**src/assert_macros.svh**
```systemverilog
// Assertion macros used by the RTL.
// Each expects a clock named clk in scope; ASSERT_CLK also expects a reset named rst.
`ifndef ASSERT_MACROS_SVH
`define ASSERT_MACROS_SVH

// Checked outside of reset
`define ASSERT_CLK(lbl, prop, msg) \
  lbl: assert property (@(posedge clk) disable iff (rst) prop) else $error(msg);

// Checked on every edge, reset included
`define ASSERT_CLK_ALWAYS(lbl, prop, msg) \
  lbl: assert property (@(posedge clk) prop) else $error(msg);

`endif

```
**src/qrs_div.sv**
```systemverilog
// ----------------------------------------------------------------------------
// qrs_div
// Pipelined unsigned restoring divider, one quotient bit per stage.
// ----------------------------------------------------------------------------
module qrs_div #(
  parameter int NW  = 36,
  parameter int DW  = 18,
  parameter int SBW = 1
) (
  input  logic            clk,
  input  logic            rst,
  input  logic            en,
  input  logic            in_vld,
  input  logic [NW-1:0]   in_num,
  input  logic [DW-1:0]   in_den,
  input  logic [SBW-1:0]  in_sb,
  output logic            out_vld,
  output logic [NW-1:0]   out_quo,
  output logic [SBW-1:0]  out_sb
);

  logic            vld [NW+1];
  logic [NW-1:0]   num [NW+1];
  logic [NW-1:0]   quo [NW+1];
  logic [DW-1:0]   rem [NW+1];
  logic [DW-1:0]   den [NW+1];
  logic [SBW-1:0]  sb  [NW+1];

  // stage 0 is the input request
  assign vld[0] = in_vld;
  assign num[0] = in_num;
  assign quo[0] = '0;
  assign rem[0] = '0;
  assign den[0] = in_den;
  assign sb[0]  = in_sb;

  for (genvar k = 0; k < NW; k++) begin : g_stage
    logic [DW:0] cur;
    logic [DW:0] diff;
    logic        ge;

    // shift in next numerator bit, subtract divisor if it fits
    assign cur  = {rem[k], num[k][NW-1]};
    assign diff = cur - {1'b0, den[k]};
    assign ge   = (cur >= {1'b0, den[k]});

    always_ff @(posedge clk) begin
      if (rst) begin
        vld[k+1] <= 1'b0;
      end else if (en) begin
        vld[k+1] <= vld[k];
      end
    end

    always_ff @(posedge clk) begin
      if (en) begin
        num[k+1] <= num[k] << 1;
        quo[k+1] <= {quo[k][NW-2:0], ge};
        rem[k+1] <= ge ? diff[DW-1:0] : cur[DW-1:0];
        den[k+1] <= den[k];
        sb[k+1]  <= sb[k];
      end
    end
  end

  assign out_vld = vld[NW];
  assign out_quo = quo[NW];
  assign out_sb  = sb[NW];

endmodule

```
**config.mk**
```make
export PLATFORM = sky130hd
export DESIGN_NAME = qrs_div
export DESIGN_NICKNAME = d
export VERILOG_FILES = /design/src/assert_macros.svh /design/src/qrs_div.sv
export SDC_FILE = /design/constraint.sdc
export NUM_CORES = 2
export LEC_CHECK = 0
export BUFFER_PORTS_ARGS = -buffer_cell sky130_fd_sc_hd__buf_2
export CORE_ASPECT_RATIO = 0.7
export CORE_MARGIN = 5
export CORE_UTILIZATION = 35
export CTS_CLUSTER_SIZE = 40
export DETAILED_ROUTE_END_ITERATION = 8
export HOLD_SLACK_MARGIN = 0.06
export PLACE_DENSITY = 0.55
export SYNTH_ARGS = -nofsm -noshare
export SYNTH_HDL_FRONTEND = slang
export SYNTH_SLANG_ARGS = --single-unit
```
**constraint.sdc**
```tcl
create_clock -name clk -period 3.3 [get_ports clk]
set_input_delay 0.495 -clock clk [delete_from_list [all_inputs] [get_ports clk]]
set_output_delay 0.495 -clock clk [all_outputs]
set_load 0.005 [all_outputs]
```
==> results.ini <==
[floorplanning]
die_h_um = 498
boundaryPins = 97
die_x_um = 707
initial_core_util_pct = 35.1
fp-row-count = 179
core_um2 = 339000
fp.dieArea_um2 = 352000

[setup_path]
critical_path.max_fanout = 9
r2r_setup_slack_ns = 0.09
critPathKind = flop to flop
crit_path_end_kind = flop
r2r-start = den[487]$_DFFE_PP_
r2r_cells = 10
startpoint_type = flop
arrival_ns = 3.78
crit_required_ns = 3.87
r2r_end = g_stage[10].cur[4]$_DFFE_PP_

[place]
place.gp.congestion = 0.888
io_buffers = 96
hpwl_um = 171000

[yosys]
yosysTopAreaCell = edfxtp_1
synth_flop_cell = edfxtp_1
synthCells = 8499
yosys_warnings = 0
synth_top_cell_area_share_pct = 65.4
ys_top_cells_by_count = edfxtp_1 (2592), inv_1 (810), ha_1 (632)
synth-seq-cells = 2628
synth-edff-count = 2592
ys_types = 92
synthMostInstantiatedCell = edfxtp_1
synthesis.nets = 9224
synthTopCellsByArea = edfxtp_1 (65%), ha_1 (6.6%), mux2_2 (3.6%)
async_flop_share_pct = 0
syn_avg_cell_area_um2 = 14.0
syn_area_um2 = 119000
ys_seq_area_share_pct = 66.0

[detailed_routing]
num_vias = 68500
drt_iter0_drc = 6057
ant_nets = 0
vias_per_cell = 4.98
detail_route.wl_per_cell_um = 18.0
wirelength_um = 247000
drc = 0
dr.pass1.iters = 6

[power]
total_power_uw = 126000
p_leak_uw = 0.0514
ir_drop_mv = 0.450
powerDensity_nw_per_um2 = 924

[clock_network]
clk_path_buf_depth = 4
cts_buffers = 283
clkTransAtPathRegs_ns = 0.06
ctsRootBufferMaster = clkbuf_16
cts_tree = done
htree_levels = 5
clk_latency_ns = 0.86
clkSinkCount = 2628

[timing]
setup_viol = 0
fin_crit_sh_pct = 97.2
fmax_ghz = 0.312
final_hold_viol_count = 0
slew_viol_final = 0
max_slew.worst_pin.slew_ns = 1.15
fin_setup_tns_ns = 0
whs_ns = 0.162
fin_crit_ns = 3.21
slew_headroom_pct = 23.2
worst_clock_skew_ns = 0.0551

[min_path]
hold_depth = 2
worstHoldStart = rst
hp-class = input port to flop
whs_endpoint = vld[11]$_SDFFE_PP0P_

[global_route]
grt_max_degree = 191
first_global_vias = 66100
grtUsageTotal_pct = 13.5
grt_util_met3_pct = 2.67
grtUsageMet1_pct = 21.9
grt-busiest-layer = met1
overflow = 0
grtUsageMet2_pct = 18.2
grt_pass1_wl_um = 384000
antenna_found_initial = 4

[run]
max_cap_viol_count = 0

[layout]
drive_above_1_share_pct = 13.2
area_delta_synth_final_pct = 14.6
fillCellCount = 31200
fin_nets = 9725

[status]
status = finished, final reports clean

-- cells by family (layout without fill, tap and decap cells) --
| group | after synthesis | after routing | share of synthesized area, % |
|---|---|---|---|
| AOI/OAI and AO/OA | 1857 | 1857 | 10.2 |
| muxes | 459 | 459 | 4.30 |
| adders and majority gates | 666 | 666 | 7.21 |
| buffers and inverters | 987 | 1702 | 3.27 |
| xor gates and xnor gates | 427 | 427 | 3.14 |
| and+or+nand+nor | 1475 | 1475 | 5.91 |
| other | 0 | 1 | 0 |
| DFF | 2628 | 2628 | 66.0 |
-- worst max path at each step --
stage / slack [ns] / from / end / cells past startpoint
after global routing: -0.02 / g_stage[9].cur[0]$_DFFE_PP_ / g_stage[10].cur[17]$_DFFE_PP_ / 12
after detailed placement: 0.02 / den[343]$_DFFE_PP_ / g_stage[18].cur[3]$_DFFE_PP_ / 9
final: 0.09 / den[487]$_DFFE_PP_ / g_stage[10].cur[4]$_DFFE_PP_ / 10
after floorplan: 0.13 / g_stage[29].cur[1]$_DFFE_PP_ / g_stage[30].cur[10]$_DFFE_PP_ / 9
after CTS: 0.01 / den[127]$_DFFE_PP_ / g_stage[30].cur[3]$_DFFE_PP_ / 10
after global placement: -0.06 / g_stage[22].cur[0]$_DFFE_PP_ / g_stage[23].cur[15]$_DFFE_PP_ / 11
-- report_power, final --
group          total (µW)  switching [µW]  internal, µW  leakage [µW]
Clock               31300           13100         18200       0.00437
Combinational       46100           24900         21200        0.0214
Sequential          48800            3490         45300        0.0256
-- area by class of cell --
| type | count | area [µm²] | share of cell area (%) |
|---|---|---|---|
| Clock inverter | 147 | 1420 | 1.04 |
| Antenna cell | 1 | 2.50 | 0.00183 |
| Multi-Input combinational cell | 4884 | 36900 | 27.0 |
| Tap cell | 4525 | 5660 | 4.15 |
| Sequential cell | 2628 | 78600 | 57.5 |
| Timing Repair Buffer | 392 | 3440 | 2.52 |
| Clock buffer | 352 | 7510 | 5.50 |
| Inverter | 811 | 3040 | 2.23 |
-- stage by stage --
step	instance area [µm²]	util [%]	std cells	setup slack, ns
2_1_floorplan	119000	-	8499	0.128
5_1_grt	137000	40.2	13700	-0.0199
3_3_place_gp	127000	37.4	13200	-0.0552
6_report	137000	40.2	13700	0.0936
3_5_place_dp	127000	37.4	13200	0.0180
4_1_cts	136000	40.2	13700	0.0126
-- what timing repair did --
item / in CTS / in global routing
pin swaps: 0 / 3
cloned: 0 / 1
hold buffers: 57 / 0
endpoints found under the setup margin: 1 / 130
resized for setup: 1 / 47
endpoints found under the hold margin: 60 / 0
buffers inserted: 0 / 3
-- per-layer routing --
| layer | part of all wire, % | wire length [µm] |
|---|---|---|
| met1 | 52 | 130000 |
| met2 | 39 | 97000 |
| met3 | 6.0 | 14800 |
| met4 | 2.3 | 5710 |
| met5 | 0 | 0 |
-- state kept, by name, indices dropped and copies added (netlist names) --
signal,flops
sb,35
quo,630
den,630
out_quo,36
g_stage.cur,665
num,595
out_vld,1
out_sb,1
vld,35
-- cell usage in the layout, fill, tap and decap left out, types with 165 or more instances in the layout --
cell type	Yosys	routed
o21ai_0	390	388
edfxtp_1	2592	2592
a21o_1	165	165
nor2_1	505	505
nand2_1	322	322
xnor2_1	277	277
mux2_2	381	381
clkbuf_16	0	291
o21a_1	178	178
a21oi_1	505	500
buf_4	37	192
inv_1	810	810
ha_1	632	632
-- worst max-delay path, stage by stage, from the launching register on --
cell	delay [ns]
edfxtp_1	0.38
inv_1	0.12
ha_1	0.26
nor2b_1	0.15
o31a_1	0.27
o31a_1	0.31
o31a_1	0.31
or3_1	0.39
a31oi_4	0.19
buf_4	0.21
mux2_2	0.37
(Power assumes the default switching activity.)
